**src/rtl/core/icymd_pkg.sv**
```systemverilog
// Shared types and constants for the ICY metadata stream demultiplexer.
package icymd_pkg;

   // Width of the audio byte counter; the interval saturates at its maximum
   localparam int COUNT_W      = 16;
   localparam int INTERVAL_W   = 16;
   localparam int CMP_W        = (COUNT_W > INTERVAL_W) ? COUNT_W : INTERVAL_W;
   localparam int META_REM_W   = 12;
   localparam int META_UNIT    = 16;
   localparam int META_SHIFT   = $clog2(META_UNIT);
   localparam int EOH_LEN      = 5;
   localparam int EOH_W        = 3;
   localparam int CSR_ADDR_W   = 1;
   localparam int CSR_DATA_W   = 16;

   localparam logic [EOH_W-1:0] EOH_LAST = EOH_W'(EOH_LEN - 1);

   localparam logic [7:0] CHAR_CR = 8'h0D;
   localparam logic [7:0] CHAR_LF = 8'h0A;

   localparam logic [INTERVAL_W-1:0] INTERVAL_RESET = 16'd8192;

   // Register indexes on the csr port
   localparam logic [CSR_ADDR_W-1:0] CSR_META_INTERVAL = 1'b0;
   localparam logic [CSR_ADDR_W-1:0] CSR_SKIP_HEADER   = 1'b1;

   typedef enum logic [1:0] {
      PH_HEADER = 2'd0,
      PH_AUDIO  = 2'd1,
      PH_META   = 2'd2,
      PH_HALT   = 2'd3
   } phase_type;

   typedef enum logic [1:0] {
      CLS_HEADER = 2'd0,
      CLS_AUDIO  = 2'd1,
      CLS_LENGTH = 2'd2,
      CLS_META   = 2'd3
   } class_type;

   typedef struct packed {
      phase_type               phase;
      logic [EOH_W-1:0]        eoh_match;
      logic [COUNT_W-1:0]      audio_count;
      logic [META_REM_W-1:0]   meta_remaining;
   } parse_state_type;

   typedef struct packed {
      logic [INTERVAL_W-1:0]   meta_interval;
      logic                    skip_header;
   } cfg_type;

   typedef struct packed {
      class_type               byte_class;
      logic                    meta_last;
      logic                    header_done;
      logic                    fault;
   } result_type;

endpackage

```
**src/rtl/core/icy_metadata_stream_demux.sv**
```systemverilog
// Top level of the ICY metadata stream demultiplexer.
//
// Usage: received stream bytes enter on the req_ channel one per transfer,
// with req_tuser carrying the new-connection flag that restarts the parser
// before that byte. Each byte leaves on the rsp_ channel unchanged in
// rsp_tdata, tagged in rsp_tuser with its class (header/dropped, audio,
// metadata length, metadata) plus header-done and fault flags; rsp_tlast
// marks the byte that completes a metadata block (or a zero length byte).
// The csr_ port writes meta_interval (index 0) and skip_header (index 1);
// write only while no bytes are in flight.
// An accepted transfer reaches the result register in the next cycle.
// Throughput is one byte per cycle while the receiver takes each result:
// the parser state and result register both load at every accepted transfer.
// Reset clears the parser to the header phase, empties the result register
// and restores meta_interval to 8192 and skip_header to 1.
// When the receiver stalls, the result register holds, and req_tready
// drops until that result is taken; a result taken in the same cycle
// frees the register for the next byte.
module icy_metadata_stream_demux (
   input  logic                                 clock,
   input  logic                                 reset,
   // req_tdata: data_byte[7:0]
   input  logic                                 req_tvalid,
   output logic                                 req_tready,
   input  logic [7:0]                           req_tdata,
   // req_tuser: new_connection[0]
   input  logic                                 req_tuser,
   // rsp_tdata: out_byte[7:0]
   output logic                                 rsp_tvalid,
   input  logic                                 rsp_tready,
   output logic [7:0]                           rsp_tdata,
   // rsp_tuser: byte_class[1:0], header_done[2], fault[3]
   output logic [3:0]                           rsp_tuser,
   // rsp_tlast: meta_last
   output logic                                 rsp_tlast,
   input  logic                                 csr_we,
   input  logic [icymd_pkg::CSR_ADDR_W-1:0]     csr_addr,
   input  logic [icymd_pkg::CSR_DATA_W-1:0]     csr_wdata
);
   import icymd_pkg::*;

   cfg_type         cfg_ff;
   parse_state_type state_ff;
   parse_state_type state_in;
   result_type      result_in;
   result_type      result_ff;
   logic [7:0]      byte_ff;
   logic            valid_ff;
   logic            accept;

   assign req_tready = !reset && (!valid_ff || rsp_tready);
   assign accept     = req_tvalid && req_tready;

   icymd_step u_step (
      .state_cur      (state_ff),
      .cfg            (cfg_ff),
      .new_connection (req_tuser),
      .data_byte      (req_tdata),
      .state_nxt      (state_in),
      .result         (result_in)
   );

   // Configuration registers
   always_ff @(posedge clock) begin
      if (reset) begin
         cfg_ff.meta_interval <= INTERVAL_RESET;
         cfg_ff.skip_header   <= 1'b1;
      end else if (csr_we) begin
         case (csr_addr)
            CSR_META_INTERVAL: cfg_ff.meta_interval <= csr_wdata[INTERVAL_W-1:0];
            CSR_SKIP_HEADER:   cfg_ff.skip_header   <= csr_wdata[0];
            default: ;
         endcase
      end
   end

   // Parser state advances on every accepted transfer
   always_ff @(posedge clock) begin
      if (reset) begin
         state_ff <= '{phase: PH_HEADER, eoh_match: '0, audio_count: '0, meta_remaining: '0};
      end else if (accept) begin
         state_ff <= state_in;
      end
   end

   // Result register
   always_ff @(posedge clock) begin
      if (reset) begin
         valid_ff <= 1'b0;
      end else if (accept) begin
         valid_ff <= 1'b1;
      end else if (rsp_tready) begin
         valid_ff <= 1'b0;
      end
   end

   always_ff @(posedge clock) begin
      if (accept) begin
         result_ff <= result_in;
         byte_ff   <= req_tdata;
      end
   end

   assign rsp_tvalid = valid_ff;
   assign rsp_tdata  = byte_ff;
   assign rsp_tuser  = {result_ff.fault, result_ff.header_done, result_ff.byte_class};
   assign rsp_tlast  = result_ff.meta_last;

endmodule

```
**src/rtl/core/icymd_step.sv**
```systemverilog
// Next-state and result logic for one stream byte.
module icymd_step (
   input  icymd_pkg::parse_state_type state_cur,
   input  icymd_pkg::cfg_type         cfg,
   input  logic                       new_connection,
   input  logic [7:0]                 data_byte,
   output icymd_pkg::parse_state_type state_nxt,
   output icymd_pkg::result_type      result
);
   import icymd_pkg::*;

   parse_state_type st;
   parse_state_type s_in;
   parse_state_type s_out;
   result_type      s_res;
   logic [EOH_W-1:0] eoh_nxt;
   logic            eoh_done;
   logic [CMP_W-1:0] count_ext;
   logic [CMP_W-1:0] interval_ext;
   logic [CMP_W-1:0] count_max;
   logic [CMP_W-1:0] limit;
   logic [META_REM_W-1:0] rem_dec;
   logic [META_REM_W-1:0] rem_load;
   logic            interval_zero;
   logic            is_cr;
   logic            is_lf;

   // New connection clears the parser before the byte is handled
   always_comb begin
      if (new_connection) begin
         st = '{phase: PH_HEADER, eoh_match: '0, audio_count: '0, meta_remaining: '0};
      end else begin
         st = state_cur;
      end
   end

   assign is_cr         = (data_byte == CHAR_CR);
   assign is_lf         = (data_byte == CHAR_LF);
   assign interval_zero = (cfg.meta_interval == '0);

   // End-of-header matcher: non-CR/LF byte then CR LF CR LF
   always_comb begin
      eoh_done = 1'b0;
      if (!is_cr && !is_lf) begin
         eoh_nxt = EOH_W'(1);
      end else if (is_cr && (st.eoh_match == EOH_W'(1) || st.eoh_match == EOH_W'(3))) begin
         eoh_nxt = st.eoh_match + EOH_W'(1);
      end else if (is_lf && st.eoh_match == EOH_W'(2)) begin
         eoh_nxt = EOH_W'(3);
      end else if (is_lf && st.eoh_match == EOH_LAST) begin
         eoh_nxt  = '0;
         eoh_done = 1'b1;
      end else begin
         eoh_nxt = '0;
      end
   end

   // Stream input: header with skipping off enters audio with cleared counts
   always_comb begin
      s_in = st;
      if (st.phase == PH_HEADER) begin
         s_in.phase          = PH_AUDIO;
         s_in.audio_count    = '0;
         s_in.meta_remaining = '0;
      end
   end

   // Interval limit, saturated to what the counter can hold
   assign count_ext    = CMP_W'(s_in.audio_count);
   assign interval_ext = CMP_W'(cfg.meta_interval);
   assign count_max    = CMP_W'({COUNT_W{1'b1}});
   assign limit        = (interval_ext > count_max) ? count_max : interval_ext;
   assign rem_dec      = s_in.meta_remaining - META_REM_W'(1);
   assign rem_load     = META_REM_W'(data_byte) << META_SHIFT;

   // Audio / length / metadata cycle
   always_comb begin
      s_out = s_in;
      s_res = '{byte_class: CLS_HEADER, meta_last: 1'b0, header_done: 1'b0, fault: 1'b0};
      if (s_in.phase == PH_META) begin
         s_res.byte_class     = CLS_META;
         s_out.meta_remaining = rem_dec;
         if (rem_dec == '0) begin
            s_res.meta_last = 1'b1;
            s_out.phase     = PH_AUDIO;
         end
      end else if (count_ext < limit) begin
         s_res.byte_class  = CLS_AUDIO;
         s_out.audio_count = s_in.audio_count + COUNT_W'(1);
      end else begin
         s_res.byte_class     = CLS_LENGTH;
         s_out.audio_count    = '0;
         s_out.meta_remaining = rem_load;
         if (rem_load == '0) begin
            s_res.meta_last = 1'b1;
            s_out.phase     = PH_AUDIO;
         end else begin
            s_out.phase = PH_META;
         end
      end
   end

   // Top-level phase selection
   always_comb begin
      state_nxt = st;
      result    = '{byte_class: CLS_HEADER, meta_last: 1'b0, header_done: 1'b0, fault: 1'b0};
      case (st.phase)
         PH_HEADER: begin
            if (cfg.skip_header) begin
               state_nxt.eoh_match = eoh_nxt;
               if (eoh_done) begin
                  result.header_done = 1'b1;
                  if (interval_zero) begin
                     result.fault    = 1'b1;
                     state_nxt.phase = PH_HALT;
                  end else begin
                     state_nxt.phase          = PH_AUDIO;
                     state_nxt.audio_count    = '0;
                     state_nxt.meta_remaining = '0;
                  end
               end
            end else if (interval_zero) begin
               result.fault    = 1'b1;
               state_nxt.phase = PH_HALT;
            end else begin
               state_nxt = s_out;
               result    = s_res;
            end
         end
         PH_AUDIO, PH_META: begin
            state_nxt = s_out;
            result    = s_res;
         end
         default: begin
            // halted: drop everything until a new connection
         end
      endcase
   end

endmodule

```
**config.mk**
```make
export PLATFORM = sky130hd
export DESIGN_NAME = icy_metadata_stream_demux
export DESIGN_NICKNAME = d
export VERILOG_FILES = /design/src/rtl/core/icymd_pkg.sv /design/src/rtl/core/icy_metadata_stream_demux.sv /design/src/rtl/core/icymd_step.sv
export SDC_FILE = /design/constraint.sdc
export NUM_CORES = 1
export LEC_CHECK = 0
export ABC_AREA = 1
export BUFFER_PORTS_ARGS = -buffer_cell sky130_fd_sc_hd__buf_4
export CELL_PAD_IN_SITES_DETAIL_PLACEMENT = 0
export CELL_PAD_IN_SITES_GLOBAL_PLACEMENT = 1
export CORE_ASPECT_RATIO = 0.6
export CORE_MARGIN = 2
export CORE_UTILIZATION = 44
export CTS_BUF_LIST = sky130_fd_sc_hd__clkbuf_4 sky130_fd_sc_hd__clkbuf_8
export CTS_CLUSTER_DIAMETER = 150
export DETAILED_ROUTE_END_ITERATION = 8
export PLACE_DENSITY = 0.93
export RECOVER_POWER = 50
export SLEW_MARGIN = 20
export SYNTH_ARGS = -nofsm -noshare
export SYNTH_HDL_FRONTEND = slang
export SYNTH_HIERARCHICAL = 1
export SYNTH_SLANG_ARGS = --single-unit
```
**constraint.sdc**
```tcl
create_clock -name clock -period 5.6 [get_ports clock]
set_clock_uncertainty 0.2 [all_clocks]
set_input_delay 1.12 -clock clock [delete_from_list [all_inputs] [get_ports clock]]
set_output_delay 1.12 -clock clock [all_outputs]
set_load 0.02 [all_outputs]
```
==> flow_summary.ini, run 1 <==
[clock_network]
htree_levels = 3
cts_made_buffers = 9
cts_max_path_buffers = 2
root_buffer = clkbuf_8
clock_latency_ns = 0.37
cts_sinks = 64
tritoncts = yes
holdBufCountCts = 0
clkTransAtPathRegs_ns = 0.07
cts_resized = 0
post-cts-setup-buffers = 0

[setup_path]
crit_required_ns = 4.28
crit_type = input port to output pin
crit_arrival_ns = 3.38
path_cells = clkbuf_1 > nor2_1 > buf_4
max_stage_delay_ns = 1.85
cp_max_fo = 51
crit_slowest_cell = clkbuf_1
r2r_setup_slack_ns = 1.67
cp-end-kind = output pin
start_kind = input port

[logic_synthesis]
synth_ff_type = dfxtp_1
yosysTopAreaCellShare = 0.1733
yosysTopAreaCell = dfxtp_1
syn_inst = 970
syn-cell-area_sq_um = 5892
syn-num-nets = 1027
ys_seq_area_frac = 0.2395
avgSynthCellArea_sq_um = 6.074
ys_warn_count = 6
ys_ff_latch = 64
ys_types = 44
ys_async_sr_fraction = 0
synth_edf_count = 13
synth_area_leaders = dfxtp_1 (17%), nand2_1 (15%), inv_1 (9.0%)

[sta]
whs_ns = 0.2791
drv_slew = 52
setup_ws_ns = 0.8994
finalSetupTns_ns = 0
finalHoldViolCount = 0
fin_crit_sh = 0.8394
setup_viol = 0
max_freq_mhz = 212.7
min_period_ns = 4.701
tightest_slew_ns = 2.655
slew_headroom = -0.7701
rsz0062_at_grt = false

[die]
die_h_microns = 93.64
start_util = 0.4542
ios = 46
placementRows = 32
dieWidth_microns = 153.4
die_area_sq_um = 14360
coreArea_sq_um = 12970

[route]
viasPerCell = 5.421
drtIter0Drc = 738
num_vias = 6326
drc = 0
ant_nets = 0
first_pass_iters = 6
wl_per_cell_microns = 15.82
wl_microns = 18460

[outcome]
violations = max-capacitance violations, max-slew violations
status = finished, violations left

[final_layout]
ff_latch_area_sq_um = 1411
nNetsFinal = 1049
diodes = 0
synthToLayoutAreaGrowth_pct = 8.558
layout_commonest_cell = nand2_1
drive_above_1_share = 0.1103
final_cells = 1167
fillers = 1369
multi_input_comb_area_sq_um = 3623
layout_common_cells = nand2_1 (233), inv_1 (142), nor2_1 (133), dfxtp_1 (51), nand3_1 (49)

[global_route]
antenna_found_initial = 0
grtUsageTotal = 0.2642
grt_pass1_wl_microns = 29960
grt_overflow = 0
grt_start_max_net_pins = 52
grt_pass1_vias = 5597

[worst_hold_path]
hold_path_class = flip-flop to flip-flop

[pwr]
fin_total_pwr_mw = 1.198
power.density_nw_per_um2 = 187.3
irDropWorstVdd_v = 0.00008470
p_leak_nw = 3.026

[placed_design]
dp_cells = 1151
place_ws_ns = 0.7808
dp_hpwl_microns = 12930
gp_congestion = 1.021
port_buffers = 45

[flow_run]
drv_cap = 1
through the flow:
step / cell area, sq um / utilization
floorplan: 5892 / -
global placement: 6270 / 0.4833
detailed placement: 6270 / 0.4833
CTS: 6479 / 0.4994
global route: 6396 / 0.4931
finish: 6396 / 0.4931
synthesized netlist by cell type (7+ instances only):
master	number
inv_1	142
nor3_1	9
buf_2	19
nand2_2	15
a21oi_1	44
edfxtp_1	13
ha_1	26
o22ai_1	15
nor2_4	7
nand3_1	49
o21bai_1	21
o21ai_1	9
buf_6	10
nor2_2	16
nand2_1	233
nand4_1	43
clkbuf_1	16
dfxtp_1	51
nor2_1	133
inv_2	8
o21ai_0	46
layout make-up:
| cell class | count | area share |
|---|---|---|
| multi-input combinational | 707 | 0.5665 |
| sequential | 64 | 0.2207 |
| inverter | 153 | 0.09096 |
| timing repair buffer | 57 | 0.05595 |
| tap | 170 | 0.03326 |
| clock buffer | 13 | 0.02602 |
| clock inverter | 3 | 0.006651 |
power breakdown:
part,switching [mW],internal (mW)
clock,0.202,0.239
sequential,0.0136,0.493
combinational,0.175,0.0751
cells by family (layout without fill, tap and decap cells):
family | count (synthesis) | in the layout | share of synthesized area
AOI/OAI and AO/OA | 150 | 150 | 0.1457
xor gates and xnor gates | 8 | 8 | 0.01189
adders and majority gates | 26 | 26 | 0.05521
buffers and inverters | 199 | 226 | 0.1455
DFF | 64 | 64 | 0.2395
and+or+nand+nor | 523 | 523 | 0.4022
registers in the layout, summed over array words and instances (netlist names):
| name | count |
|---|---|
| rsp_tuser | 4 |
| rsp_tlast | 1 |
| rsp_tdata | 8 |
| state_ff | 33 |
| rsp_tvalid | 1 |
| cfg_ff | 17 |
routing by layer:
metal / share of wire / track usage / vias up / wire length [microns]
met4: 0.019 / 0.06881 / 0 / 349
met2: 0.35 / 0.3438 / 329 / 6379
met5: 0 / 0 / - / 0
met3: 0.12 / 0.07924 / 38 / 2134
li1: - / - / 3160 / -
met1: 0.52 / 0.4095 / 2799 / 9601
final timing paths:
check | end | cells after the start | startpoint
min | cfg_ff[14] | 2 | cfg_ff[14]
max reg2reg | state_ff[23] | 20 | state_ff[31]
max | req_tready | 3 | reset
min reg2reg | cfg_ff[14] | 2 | cfg_ff[14]
critical path, delay by kind of cell:
| family | cells | cell delay, ns |
|---|---|---|
| buffers and inverters | 2 | 2.12 |
| and+or+nand+nor | 1 | 0.13 |
Note: power is estimated with default switching activity, not from simulation.
==> run 2, diff against run 1 <==
CORE_UTILIZATION = 40   (was 44)
PLACE_DENSITY = 0.9   (was 0.93)
clock period = 3.78 ns   (was 5.6 ns; I/O delays follow)
==> run 2 against run 1 <==
  * The run now ends clean
  * Flip-flop and latch count is the same
  * Routed wire length grew 5.4%
  * Design area grew 8.1%
  * Critical path depth grew 19
  * Die area grew 9.6%
==> flow_summary.ini, run 2 (same netlist as run 1, synthesis figures left out) <==
[pwr]
irDropWorstVdd_v = 0.0001195
p_leak_nw = 3.329
fin_total_pwr_mw = 1.761
p_int_mw = 1.171
p_comb_frac = 0.228
swShare = 0.3352
power.density_nw_per_um2 = 254.7
p_seq_frac = 0.426
power.switching_mw = 0.5901
clockPowerShare = 0.346

[route]
drc = 0
drtIter0Drc = 732
ant_nets = 0
wl_per_cell_microns = 15.47
first_pass_iters = 5
wl_microns = 19470
viasPerCell = 5.113
num_vias = 6432

[die]
die_h_microns = 98.01
start_util = 0.4086
coreArea_sq_um = 14420
die_area_sq_um = 15750
placementRows = 34
dieWidth_microns = 160.7
ios = 46

[clock_network]
clock_latency_ns = 0.36
htree_levels = 3
tritoncts = yes
clkTransAtPathRegs_ns = 0.07
cts_sinks = 64
post-cts-setup-buffers = 0
cts_made_buffers = 9
root_buffer = clkbuf_8
cts_max_path_buffers = 2

[final_layout]
drive_above_1_share = 0.1689
layout_commonest_cell = nand2_1
multi_input_comb_area_sq_um = 3641
nNetsFinal = 1112
largest_register = state_ff
diodes = 0
largest_register_ffs = 33
layout_common_cells = nand2_1 (232), inv_1 (141), nor2_1 (131), buf_4 (96), dfxtp_1 (51)
fillers = 1524
synthToLayoutAreaGrowth_pct = 17.33
ff_latch_area_sq_um = 1411

[sta]
whs_ns = 0.2798
setup_ws_ns = 0.2775
fin_crit_sh = 0.9266
min_period_ns = 3.503
slew_headroom = 0.4144
rsz0062_at_grt = false
setup_viol = 0
max_freq_mhz = 285.5
drv_slew = 0
tightest_slew_ns = 0.8775
finalHoldViolCount = 0

[setup_path]
r2r_setup_slack_ns = 0.45
crit_required_ns = 3.84
cp_max_fo = 20
cp-end-kind = flip-flop
crit_arrival_ns = 3.56
reg2regPathDepth = 22
crit_type = input port to flip-flop
start_kind = input port
reg2reg_from = state_ff[31]
timing.rr.end = state_ff[4]

[global_route]
grt_overflow = 0
grt_pass1_wl_microns = 31910
grt_pass1_vias = 6062
grt_start_max_net_pins = 52
grtUsageTotal = 0.2555
antenna_found_initial = 0

[placed_design]
port_buffers = 45
place_ws_ns = -0.2848
gp_congestion = 0.9992
dp_hpwl_microns = 14170

[worst_hold_path]
hold_path_class = flip-flop to flip-flop
worstHoldStart = cfg_ff[14]
min_to = cfg_ff[14]
whs_path_depth = 2

[flow_run]
drv_cap = 0

[outcome]
status = complete, no violations
==> run 2: cell types whose count changed in the layout (fill, tap and decap cells not counted), moves of 2 or more <==
cell      change
nor2_2        +2
clkinv_4      +2
nor2_1        -2
buf_4        +63
clkbuf_8      -2
==> run 2: layout make-up <==
cell class | instances | share of cell area
sequential | 64 | 0.2042
multi-input combinational | 707 | 0.5267
clock buffer | 10 | 0.01900
timing repair buffer | 120 | 0.1207
tap | 198 | 0.03584
inverter | 153 | 0.08489
clock inverter | 6 | 0.008688
==> run 2: layer usage <==
metal / routed length [microns] / up-vias / GRT usage
li1: - / 3286 / -
met2: 7226 / 288 / 0.3488
met1: 9833 / 2836 / 0.3902
met5: 0 / - / 0
met3: 2225 / 22 / 0.07689
met4: 181 / 0 / 0.04990
==> run 2: worst max-delay path, stage by stage <==
cell	delay, ns
buf_4	0.13
nor2_2	0.13
inv_1	0.08
ha_1	0.25
buf_12	0.18
nor2_2	0.15
ha_1	0.26
a21oi_1	0.16
nor2_1	0.06
a211oi_1	0.17
nand2_1	0.12
nand2_2	0.10
buf_4	0.12
nand3_4	0.12
clkinv_4	0.13
nand2_1	0.06
nand3_1	0.16
nor2_1	0.06
a21oi_1	0.14
nand2_1	0.07
nand4_1	0.08
nand2_1	0.06
==> run 2: how the worst max path moves through the flow <==
stage                   start      endpoint  slack, ns  depth (start not counted)
finish              req_tuser   state_ff[4]       0.28                         22
global placement    req_tuser   state_ff[4]      -0.19                         22
CTS                 req_tuser   state_ff[4]       0.09                         22
detailed placement  req_tuser   state_ff[4]      -0.28                         22
floorplan           req_tuser  state_ff[27]      0.007                         23
global route        req_tuser   state_ff[8]       0.02                         22
==> run 2: what timing repair did <==
| item | in CTS | in global routing |
|---|---|---|
| gates resized for setup | 0 | 8 |
| endpoints found under the hold margin | 0 | 0 |
| hold buffers | 0 | 0 |
| setup endpoints to repair | 0 | 19 |
==> run 2: power groups by stage <==
stage / sequential, mW / combinational, mW / clock [mW]
floorplan: 0.768 / 0.254 / 0
global placement: 0.765 / 0.400 / 0
detailed placement: 0.766 / 0.400 / 0
CTS: 0.750 / 0.402 / 0.624
global route: 0.755 / 0.448 / 0.647
finish: 0.750 / 0.402 / 0.609
==> run 2: through the flow <==
stage          utilization  TNS, ns  cell area, sq um  instances
4_1_cts             0.4839        0              6978       1258
3_5_place_dp        0.4706   -2.566              6787       1242
6_report            0.4794        0              6913       1258
3_3_place_gp        0.4706   -1.145              6787       1242
5_1_grt             0.4794        0              6913       1258
2_1_floorplan            -        0              5908        970
